--- src/rtl/core/tps_pkg.sv ---
package tps_pkg;

  localparam int COORD_W   = 16;
  localparam int PERIM_W   = 19;
  localparam int ENTRY_W   = 4;
  localparam int CFG_W     = 5;
  localparam int ROOT_W    = 17;
  localparam int RAD_W     = 2 * ROOT_W;
  localparam int SQ_W      = 2 * COORD_W;
  localparam int IN_DATA_W = 6 * COORD_W;
  localparam int OUT_DATA_W = 120;

  localparam logic [CFG_W-1:0] CFG_RESET = 5'd4;

  // first member lands in the high bits: ax ends up lowest
  typedef struct packed {
    logic [COORD_W-1:0] cy;
    logic [COORD_W-1:0] cx;
    logic [COORD_W-1:0] by;
    logic [COORD_W-1:0] bx;
    logic [COORD_W-1:0] ay;
    logic [COORD_W-1:0] ax;
  } tri_t;

  typedef enum logic [1:0] {
    PAIR_AB,
    PAIR_AC,
    PAIR_BC
  } pair_t;

  typedef enum logic [3:0] {
    ST_IDLE,
    ST_DIFF,
    ST_SQX,
    ST_SQY,
    ST_SUM,
    ST_ROOT,
    ST_STORE,
    ST_SORT_LDI,
    ST_SORT_CUR,
    ST_SORT_CMP,
    ST_SORT_WRI,
    ST_EM_RDK,
    ST_EM_RDP,
    ST_EM_OUT
  } state_t;

endpackage

--- src/rtl/core/tps_ram.sv ---
module tps_ram #(
  parameter int WIDTH = 8,
  parameter int DEPTH = 16
) (
  input  logic                     clk,
  input  logic                     we,
  input  logic [$clog2(DEPTH)-1:0] waddr,
  input  logic [WIDTH-1:0]         wdata,
  input  logic                     re,
  input  logic [$clog2(DEPTH)-1:0] raddr,
  output logic [WIDTH-1:0]         rdata
);

  logic [WIDTH-1:0] mem [DEPTH];
  logic [WIDTH-1:0] rdata_r;

  always_ff @(posedge clk) begin
    if (we) begin
      mem[waddr] <= wdata;
    end
    if (re) begin
      rdata_r <= mem[raddr];
    end
  end

  assign rdata = rdata_r;

endmodule

--- src/rtl/core/tps_sqrt.sv ---
module tps_sqrt (
  input  logic                       clk,
  input  logic                       rst_n,
  input  logic                       start,
  input  logic [tps_pkg::RAD_W-1:0]  radicand,
  output logic                       done,
  output logic [tps_pkg::ROOT_W-1:0] root
);

  import tps_pkg::*;

  localparam int STEPS = RAD_W / 2;
  localparam int SC_W  = $clog2(STEPS + 1);

  logic                busy_r;
  logic                done_r;
  logic [SC_W-1:0]     cnt_r;
  logic [RAD_W-1:0]    rad_r;
  logic [ROOT_W+1:0]   rem_r;
  logic [ROOT_W-1:0]   root_r;

  logic [ROOT_W+2:0]   trial;
  logic [ROOT_W+2:0]   test;
  logic                ge;

  // one result bit per cycle: bring down two radicand bits, try 4*root+1
  assign trial = {rem_r[ROOT_W:0], rad_r[RAD_W-1 -: 2]};
  assign test  = {1'b0, root_r, 2'b01};
  assign ge    = (trial >= test);

  always_ff @(posedge clk) begin
    if (!rst_n) begin
      busy_r <= 1'b0;
      done_r <= 1'b0;
      cnt_r  <= '0;
    end else begin
      done_r <= 1'b0;
      if (start) begin
        busy_r <= 1'b1;
        cnt_r  <= SC_W'(STEPS);
      end else if (busy_r) begin
        cnt_r <= cnt_r - 1'b1;
        if (cnt_r == SC_W'(1)) begin
          busy_r <= 1'b0;
          done_r <= 1'b1;
        end
      end
    end
  end

  always_ff @(posedge clk) begin
    if (start) begin
      rad_r  <= radicand;
      rem_r  <= '0;
      root_r <= '0;
    end else if (busy_r) begin
      rad_r  <= {rad_r[RAD_W-3:0], 2'b00};
      rem_r  <= ge ? (ROOT_W+2)'(trial - test) : (ROOT_W+2)'(trial);
      root_r <= {root_r[ROOT_W-2:0], ge};
    end
  end

  assign done = done_r;
  assign root = root_r;

endmodule

--- src/rtl/core/triangle_perimeter_sorter.sv ---
// Channel  Dir  Signals                        Contents
// in_      in   in_tvalid/tready/tdata[95:0]   one triangle, three Q8.8 points
// out_     out  out_tvalid/tready/tdata/tlast  sorted triangle, index, perimeter
// cfg_     in   cfg_we, cfg_wdata[4:0]         triangle_count
//
// Load: each item goes through the shared square-root unit
// (17 steps per distance, three distances in turn, plus squaring stages);
// in_tready is low outside idle. Sort: compare-and-swap passes through the key RAM.
// Emit: key read, point read, output load; out_tready low holds the output register.
// Reset: synchronous, active low; RAM contents are not cleared.
module triangle_perimeter_sorter #(
  parameter int MAX_TRIANGLES = 16
) (
  input  logic                           clk,
  input  logic                           rst_n,
  input  logic                           in_tvalid,
  output logic                           in_tready,
  // ax, ay, bx, by, cx, cy
  input  logic [tps_pkg::IN_DATA_W-1:0]  in_tdata,
  output logic                           out_tvalid,
  input  logic                           out_tready,
  // entry_index, out_ax, out_ay, out_bx, out_by, out_cx, out_cy, perimeter, zero pad
  output logic [tps_pkg::OUT_DATA_W-1:0] out_tdata,
  output logic                           out_tlast,
  input  logic                           cfg_we,
  input  logic [tps_pkg::CFG_W-1:0]      cfg_wdata
);

  import tps_pkg::*;

  localparam int IDX_W = $clog2(MAX_TRIANGLES);
  localparam int CNT_W = $clog2(MAX_TRIANGLES + 1);
  localparam int KEY_W = PERIM_W + IDX_W;
  localparam logic [8:0] MAX9 = 9'(MAX_TRIANGLES);

  state_t               state_r, state_nxt;
  logic [CFG_W-1:0]     cfg_r;
  logic [CNT_W-1:0]     fill_r, fill_nxt;
  tri_t                 tri_r, tri_nxt;
  pair_t                pair_r, pair_nxt;
  logic [COORD_W-1:0]   ux_r, ux_nxt, uy_r, uy_nxt;
  logic [SQ_W-1:0]      sqa_r, sqa_nxt, sqb_r, sqb_nxt;
  logic [PERIM_W-1:0]   perim_r, perim_nxt;
  logic [IDX_W-1:0]     slot_r, slot_nxt;
  logic [IDX_W-1:0]     i_r, i_nxt, j_r, j_nxt, k_r, k_nxt;
  logic [KEY_W-1:0]     cur_r, cur_nxt;
  logic                 out_valid_r, out_valid_nxt;
  logic                 out_last_r, out_last_nxt;
  tri_t                 out_tri_r, out_tri_nxt;
  logic [PERIM_W-1:0]   out_perim_r, out_perim_nxt;
  logic [ENTRY_W-1:0]   out_idx_r, out_idx_nxt;

  logic [CNT_W-1:0]     target;
  logic                 out_load;

  logic                 k_we, k_re;
  logic [IDX_W-1:0]     k_waddr, k_raddr;
  logic [KEY_W-1:0]     k_wdata, k_rdata;
  logic                 p_we, p_re;
  logic [IDX_W-1:0]     p_raddr;
  tri_t                 p_rdata;

  logic                 sq_start, sq_done;
  logic [RAD_W-1:0]     sq_rad;
  logic [ROOT_W-1:0]    sq_root;

  logic signed [COORD_W:0] dx, dy;
  logic [COORD_W-1:0]      px, py, qx, qy;

  // count of zero acts as one, above the store depth acts as the depth
  always_comb begin
    if (cfg_r == '0) begin
      target = CNT_W'(1);
    end else if ({4'b0, cfg_r} > MAX9) begin
      target = CNT_W'(MAX_TRIANGLES);
    end else begin
      target = CNT_W'(cfg_r);
    end
  end

  tps_ram #(.WIDTH(IN_DATA_W), .DEPTH(MAX_TRIANGLES)) u_point_ram (
    .clk   (clk),
    .we    (p_we),
    .waddr (IDX_W'(fill_r)),
    .wdata (in_tdata),
    .re    (p_re),
    .raddr (p_raddr),
    .rdata (p_rdata)
  );

  tps_ram #(.WIDTH(KEY_W), .DEPTH(MAX_TRIANGLES)) u_key_ram (
    .clk   (clk),
    .we    (k_we),
    .waddr (k_waddr),
    .wdata (k_wdata),
    .re    (k_re),
    .raddr (k_raddr),
    .rdata (k_rdata)
  );

  tps_sqrt u_sqrt (
    .clk      (clk),
    .rst_n    (rst_n),
    .start    (sq_start),
    .radicand (sq_rad),
    .done     (sq_done),
    .root     (sq_root)
  );

  always_comb begin
    case (pair_r)
      PAIR_AB: begin
        px = tri_r.ax; py = tri_r.ay; qx = tri_r.bx; qy = tri_r.by;
      end
      PAIR_AC: begin
        px = tri_r.ax; py = tri_r.ay; qx = tri_r.cx; qy = tri_r.cy;
      end
      default: begin
        px = tri_r.bx; py = tri_r.by; qx = tri_r.cx; qy = tri_r.cy;
      end
    endcase
    dx = $signed({px[COORD_W-1], px}) - $signed({qx[COORD_W-1], qx});
    dy = $signed({py[COORD_W-1], py}) - $signed({qy[COORD_W-1], qy});
  end

  assign in_tready = (state_r == ST_IDLE);

  always_comb begin
    state_nxt     = state_r;
    fill_nxt      = fill_r;
    tri_nxt       = tri_r;
    pair_nxt      = pair_r;
    ux_nxt        = ux_r;
    uy_nxt        = uy_r;
    sqa_nxt       = sqa_r;
    sqb_nxt       = sqb_r;
    perim_nxt     = perim_r;
    slot_nxt      = slot_r;
    i_nxt         = i_r;
    j_nxt         = j_r;
    k_nxt         = k_r;
    cur_nxt       = cur_r;
    out_valid_nxt = out_valid_r && !out_tready;
    out_last_nxt  = out_last_r;
    out_tri_nxt   = out_tri_r;
    out_perim_nxt = out_perim_r;
    out_idx_nxt   = out_idx_r;
    out_load      = 1'b0;
    k_we          = 1'b0;
    k_waddr       = slot_r;
    k_wdata       = {perim_r, slot_r};
    k_re          = 1'b0;
    k_raddr       = i_r;
    p_we          = 1'b0;
    p_re          = 1'b0;
    p_raddr       = k_rdata[IDX_W-1:0];
    sq_start      = 1'b0;
    sq_rad        = RAD_W'(sqa_r) + RAD_W'(sqb_r);

    case (state_r)
      ST_IDLE: begin
        if (in_tvalid) begin
          p_we      = 1'b1;
          tri_nxt   = tri_t'(in_tdata);
          slot_nxt  = IDX_W'(fill_r);
          pair_nxt  = PAIR_AB;
          perim_nxt = '0;
          state_nxt = ST_DIFF;
        end
      end
      ST_DIFF: begin
        ux_nxt    = dx[COORD_W] ? COORD_W'(-dx) : COORD_W'(dx);
        uy_nxt    = dy[COORD_W] ? COORD_W'(-dy) : COORD_W'(dy);
        state_nxt = ST_SQX;
      end
      ST_SQX: begin
        sqa_nxt   = ux_r * ux_r;
        state_nxt = ST_SQY;
      end
      ST_SQY: begin
        sqb_nxt   = uy_r * uy_r;
        state_nxt = ST_SUM;
      end
      ST_SUM: begin
        sq_start  = 1'b1;
        state_nxt = ST_ROOT;
      end
      ST_ROOT: begin
        if (sq_done) begin
          perim_nxt = perim_r + PERIM_W'(sq_root);
          case (pair_r)
            PAIR_AB: begin
              pair_nxt  = PAIR_AC;
              state_nxt = ST_DIFF;
            end
            PAIR_AC: begin
              pair_nxt  = PAIR_BC;
              state_nxt = ST_DIFF;
            end
            default: begin
              state_nxt = ST_STORE;
            end
          endcase
        end
      end
      ST_STORE: begin
        k_we     = 1'b1;
        fill_nxt = CNT_W'(slot_r) + CNT_W'(1);
        if (fill_nxt >= target) begin
          i_nxt = '0;
          k_nxt = '0;
          state_nxt = (slot_r == '0) ? ST_EM_RDK : ST_SORT_LDI;
        end else begin
          state_nxt = ST_IDLE;
        end
      end
      ST_SORT_LDI: begin
        k_re      = 1'b1;
        k_raddr   = i_r;
        state_nxt = ST_SORT_CUR;
      end
      ST_SORT_CUR: begin
        cur_nxt   = k_rdata;
        k_re      = 1'b1;
        k_raddr   = i_r + 1'b1;
        j_nxt     = i_r + 1'b1;
        state_nxt = ST_SORT_CMP;
      end
      ST_SORT_CMP: begin
        // entry i lives in cur_r until its pass ends; swap only on strictly greater
        if (cur_r[KEY_W-1 -: PERIM_W] > k_rdata[KEY_W-1 -: PERIM_W]) begin
          k_we    = 1'b1;
          k_waddr = j_r;
          k_wdata = cur_r;
          cur_nxt = k_rdata;
        end
        if (j_r == slot_r) begin
          state_nxt = ST_SORT_WRI;
        end else begin
          k_re    = 1'b1;
          k_raddr = j_r + 1'b1;
          j_nxt   = j_r + 1'b1;
        end
      end
      ST_SORT_WRI: begin
        k_we    = 1'b1;
        k_waddr = i_r;
        k_wdata = cur_r;
        i_nxt   = i_r + 1'b1;
        if (i_nxt == slot_r) begin
          k_nxt     = '0;
          state_nxt = ST_EM_RDK;
        end else begin
          k_re      = 1'b1;
          k_raddr   = i_nxt;
          state_nxt = ST_SORT_CUR;
        end
      end
      ST_EM_RDK: begin
        k_re      = 1'b1;
        k_raddr   = k_r;
        state_nxt = ST_EM_RDP;
      end
      ST_EM_RDP: begin
        p_re      = 1'b1;
        state_nxt = ST_EM_OUT;
      end
      ST_EM_OUT: begin
        // key read data holds here since no key read is issued
        if (!out_valid_r || out_tready) begin
          out_load      = 1'b1;
          out_valid_nxt = 1'b1;
          out_tri_nxt   = p_rdata;
          out_perim_nxt = k_rdata[KEY_W-1 -: PERIM_W];
          out_idx_nxt   = ENTRY_W'(k_rdata[IDX_W-1:0]);
          out_last_nxt  = (k_r == slot_r);
          if (k_r == slot_r) begin
            fill_nxt  = '0;
            state_nxt = ST_IDLE;
          end else begin
            k_nxt     = k_r + 1'b1;
            state_nxt = ST_EM_RDK;
          end
        end
      end
      default: begin
        state_nxt = ST_IDLE;
      end
    endcase
  end

  always_ff @(posedge clk) begin
    if (!rst_n) begin
      state_r <= ST_IDLE;
    end else begin
      state_r <= state_nxt;
    end
  end

  always_ff @(posedge clk) begin
    if (!rst_n) begin
      cfg_r       <= CFG_RESET;
      fill_r      <= '0;
      out_valid_r <= 1'b0;
      pair_r      <= PAIR_AB;
    end else begin
      if (cfg_we) begin
        cfg_r <= cfg_wdata;
      end
      fill_r      <= fill_nxt;
      out_valid_r <= out_valid_nxt;
      pair_r      <= pair_nxt;
    end
  end

  always_ff @(posedge clk) begin
    tri_r       <= tri_nxt;
    ux_r        <= ux_nxt;
    uy_r        <= uy_nxt;
    sqa_r       <= sqa_nxt;
    sqb_r       <= sqb_nxt;
    perim_r     <= perim_nxt;
    slot_r      <= slot_nxt;
    i_r         <= i_nxt;
    j_r         <= j_nxt;
    k_r         <= k_nxt;
    cur_r       <= cur_nxt;
    out_last_r  <= out_last_nxt;
    out_tri_r   <= out_tri_nxt;
    out_perim_r <= out_perim_nxt;
    out_idx_r   <= out_idx_nxt;
  end

  assign out_tvalid = out_valid_r;
  assign out_tlast  = out_last_r;
  assign out_tdata  = {1'b0, out_perim_r, out_tri_r, out_idx_r};

  a_fill_bound: assert property (@(posedge clk) disable iff (!rst_n)
    (state_r == ST_IDLE) |-> (fill_r < CNT_W'(MAX_TRIANGLES)))
    else $error("fill count reached store depth while idle");

  a_sqrt_done: assert property (@(posedge clk) disable iff (!rst_n)
    sq_done |-> (state_r == ST_ROOT))
    else $error("square root finished outside its wait state");

  a_sort_order: assert property (@(posedge clk) disable iff (!rst_n)
    (state_r == ST_SORT_CMP) |-> ((j_r > i_r) && (j_r <= slot_r)))
    else $error("sort compare index out of range");

  a_run_end: assert property (@(posedge clk) disable iff (!rst_n)
    (out_load && out_last_nxt) |=> ((state_r == ST_IDLE) && (fill_r == '0)))
    else $error("run did not restart after last result");

endmodule
--- config.mk ---
export PLATFORM = sky130hd
export DESIGN_NAME = triangle_perimeter_sorter
export DESIGN_NICKNAME = d
export VERILOG_FILES = /design/src/rtl/core/tps_pkg.sv /design/src/rtl/core/tps_ram.sv /design/src/rtl/core/tps_sqrt.sv /design/src/rtl/core/triangle_perimeter_sorter.sv
export SDC_FILE = /design/constraint.sdc
export NUM_CORES = 2
export LEC_CHECK = 0
export BUFFER_PORTS_ARGS = -buffer_cell sky130_fd_sc_hd__clkbuf_2
export CAP_MARGIN = 5
export CORE_MARGIN = 2
export CORE_UTILIZATION = 50
export CTS_CLUSTER_DIAMETER = 100
export DETAILED_ROUTE_END_ITERATION = 10
export PLACE_DENSITY = 0.72
export SYNTH_ARGS = -nofsm -noshare
export SYNTH_HDL_FRONTEND = slang
export SYNTH_HIERARCHICAL = 1
export SYNTH_SLANG_ARGS = --single-unit
--- constraint.sdc ---
create_clock -name clk -period 9.79 [get_ports clk]
set_input_delay 0.4895 -clock clk [delete_from_list [all_inputs] [get_ports clk]]
set_output_delay 0.4895 -clock clk [all_outputs]
set_load 0.01 [all_outputs]
==> PnR_summary.wiki <==
{| class="wikitable"
! Metric !! Value
|-
| Routed vias || 60000
|-
| Total Wirelength || around 260000 um
|-
| Number of synthesized register bits || 2483
|-
| Worst-skew pair later-pin latency || between 0.9 and 1 ns
|-
| Post-cts sizing count || 0
|-
| Total Die Area || around 230000 sq um
|-
| Kind of start point of the critical path || register
|-
| Finish-stage setup viols || 0
|-
| Buf+Inv Stages, Crit Path || 6
|-
| Met3 GRT Util || 3.91%
|-
| Instance count of the mapped netlist || approximately 6600
|-
| Fin Setup TNS || 0 ns
|-
| Cell at the slowest stage of the critical path || edfxtp_1
|-
| First-pass GRT wire length || between 300000 and 400000 um
|-
| Met1 GRT Util || a little under a third
|-
| Top fanout value on the critical path || 13
|-
| Row cnt || about 170
|-
| Most used standard cell by instance count after synthesis || edfxtp_1
|-
| Worst hold-check path type || in -> reg
|-
| Hold bufs inserted after CTS || a little under 100
|-
| Growth of design area from synthesis to finish || 12.1%
|-
| Met2 layer usage reported by global route || 38.4%
|-
| Count of different cell masters after synthesis || 94
|-
| Combined area of all synthesized cells || 112000 sq um
|-
| Cell depth of the worst min-delay path || 3
|-
| Core area || about 220000 sq um
|-
| Slew at the pin closest to its max-slew limit || ~1.1 ns
|-
| Count of clock tree sinks || 2483
|-
| Clock tree from TritonCTS || yes
|-
| Worst slack on hold paths || between 0.04 and 0.05 ns
|-
| Drt initial violations || slightly above 6000
|-
| Placed Area || roughly 120000 sq um
|-
| Die width || 478 um
|-
| Wire per inst || around 26 um
|-
| Initial Util || 50.4%
|-
| Number of vias per cell || about 5.9
|-
| Number of nets in the layout || approximately 7700
|-
| Endpoint type of the worst setup path || register
|-
| Reg2reg end || sqa_r[31]$_DFFE_PP_
|-
| Synth area leaders || edfxtp_1 65%, mux4_2 9.5%, fa_1 5.8%
|-
| Remaining global-route overflow || 0
|-
| Yosys top cell area share || 64.9%
|-
| Warnings, synthesis || 6
|-
| Number of CTS-inserted buffers || 240
|-
| Post-DRT Antenna Nets || 0
|-
| Final Hold Violating Endpoints || 0
|-
| Vias in the first global route || 61200
|-
| Worst setup path class || reg -> reg
|-
| List of most frequent post-synthesis cells || 2425 x edfxtp_1, 586 x inv_1, 476 x mux4_2
|-
| Number of design rule violations left after detail routing || 0
|-
| Hpwl dp || 155000 um
|-
| Largest delay contributor family on the critical path || adder cells
|-
| Setup repair after global routing missed its margin || false
|-
| Count of final max-slew check failures || 0
|-
| Tcrit/Tclk final || approximately 70%
|-
| Post-synth EDFFs || 2425
|-
| Setup Skew || 0.135 ns
|-
| Crit path launch || ux_r[10]$_DFFE_PP_
|-
| Largest net degree at the start of global routing || about 120
|-
| CTS Root Cell || clkbuf_16
|-
| Total track usage || 23.1%
|-
| Number of antenna violations at the first check in global routing || 32
|-
| Proportion of synthesized chip area in sequential cells || about 66%
|-
| Register-to-register setup slack || about 2.8 ns
|-
| Critical path data required time || roughly 10 ns
|-
| Mean instance size in the synthesized netlist || 17.1 sq um
|-
| Signal arrival time at the worst endpoint || 7.72 ns
|-
| Clock Path Buffers || 3
|-
| Max-cap violations || 0
|-
| Top FF cell, synth || edfxtp_1
|-
| Worst flop-to-flop path startpoint || ux_r[10]$_DFFE_PP_
|-
| Weighted congestion at the end of routability-driven global placement || 0.889
|-
| Crit path largest cell delay || around 0.69 ns
|-
| Die height || approximately 480 um
|-
| Cell taking the most area after synthesis || edfxtp_1
|-
| Max Fclk || between 100 and 150 MHz
|-
| Ordered cell list for the critical path || inv_1 -> nor2_1 -> inv_1 -> fa_1 -> inv_1 -> fa_1 -> inv_1 -> fa_1 -> fa_1 -> fa_1 -> fa_1 -> inv_1 -> ha_1 -> o2111ai_1 -> inv_1 -> o2111ai_1 -> nor3_1 -> o31ai_1 -> o21ai_1 -> or4_1 -> nand3_1
|-
| Worst hold endpoint || out_tvalid$_SDFF_PN0_
|-
| Depth of the worst register-to-register path || 21
|-
| Headroom to the max-slew limit || around a quarter
|-
| CTS HTree Levels || 4
|-
| IO Pins || around 230
|-
| Clock-pin slew on the worst setup and hold paths || 0.06 ns
|-
| Crit path time final || between 7 and 8 ns
|-
| Share of flip-flops with an asynchronous set or reset after synthesis || 0%
|-
| Design area || 126000 sq um
|-
| Result of the run || finished clean
|-
| First-pass iteration count of the detailed router || 6
|-
| GR peak layer || met2
|-
| Beginning of the worst hold path || out_tready
|-
| Port-buffer cells || about 230
|-
| Fillers || about 17000
|-
| Setup Buffers After CTS || 0
|-
| Fraction of layout cells with a size suffix above 1 || roughly 19%
|}
-- sequential cells by signal, indices dropped and copies added (netlist names), 5 cells and up --
register	flops
out_tdata	96
u_sqrt/rem_r	18
u_sqrt/rad_r	34
sqa_r	31
u_point_ram/mem	1536
tri_r	96
u_point_ram/rdata	96
out_perim_r	19
u_sqrt/root	17
cfg_r	5
u_sqrt/cnt_r	5
sqb_r	31
u_key_ram/mem	368
u_key_ram/rdata	23
perim_r	19
ux_r	16
cur_r	23
uy_r	16
-- worst register-to-register path: cells and delay by family (launching register included) --
kind	cells	cell delay [ns]
fa+ha+maj	7	3.36
compound gates	4	1.28
simple gates	4	0.98
flops	1	0.69
buf+inv	6	0.59
-- placed cells by master, fill, tap and decap left out, drive strengths merged, types with 22 or more instances in the layout --
cell         netlist  layout
o21a              32      32
nor3              57      57
a21oi            115     115
dlygate4sd3        0      98
xor2              60      60
nor2b             54      54
xnor2            123     123
bufinv             0      26
buf              118      80
mux2              86      86
and3              25      25
mux4             476     476
dfxtp             58      58
inv              586     594
o211ai            22      22
nor2             205     205
o21ai            121     121
nand2            372     372
a21o              52      52
mux2i             60      60
nand3             52      52
ha               336     336
clkbuf           145     501
and2             100     100
clkinv             0     128
nand2b            34      34
fa               327     327
a22oi            251     251
edfxtp          2425    2425
a211oi            27      27
-- stage by stage --
step	std cells	setup slack, ns	util [%]
after floorplan	6563	1.34	-
after global placement	9582	2.89	52.5
after detailed placement	9582	2.71	52.5
after CTS	10100	2.69	56.5
after global routing	10100	2.38	56.5
final	10100	2.77	56.5
-- area by class of cell --
cell class	count	area (sq um)	area share [%]
antenna	6	15.0	0.0119
multi-input combinational	3231	35100	27.8
clock buffer	274	6130	4.87
timing repair buffer	405	2910	2.31
inverter	586	2200	1.75
sequential	2483	74000	58.8
clock inverter	173	1900	1.51
tap	2975	3720	2.96
-- metal layers --
metal | up-vias | share of wire (%)
li1 | 25800 | -
met1 | 31100 | 39
met2 | 2537 | 50
met3 | 469 | 7.5
met4 | 42 | 3.3
met5 | - | 0.099
-- kinds of logic after synthesis --
family          synth area share (%)
compound gates                  4.72
xor+xnor                        1.45
fa+ha+maj                       9.57
buf+inv                         3.15
flops                           65.9
mux                             10.9
other cells                  0.00334
simple gates                    4.27
-- worst max path at each step --
stage                                                 to  depth (start not counted)
final                                sqa_r[31]$_DFFE_PP_                         21
after global routing                 sqa_r[31]$_DFFE_PP_                         21
after CTS                            sqa_r[31]$_DFFE_PP_                         21
after detailed placement             sqa_r[31]$_DFFE_PP_                         21
after global placement               sqa_r[31]$_DFFE_PP_                         21
after floorplan           u_point_ram/rdata[0]$_DFFE_PP_                          3
Power is left out: the tool's default activity adds up to more than one toggle a clock period on the data nets, which glitch-free logic cannot reach.
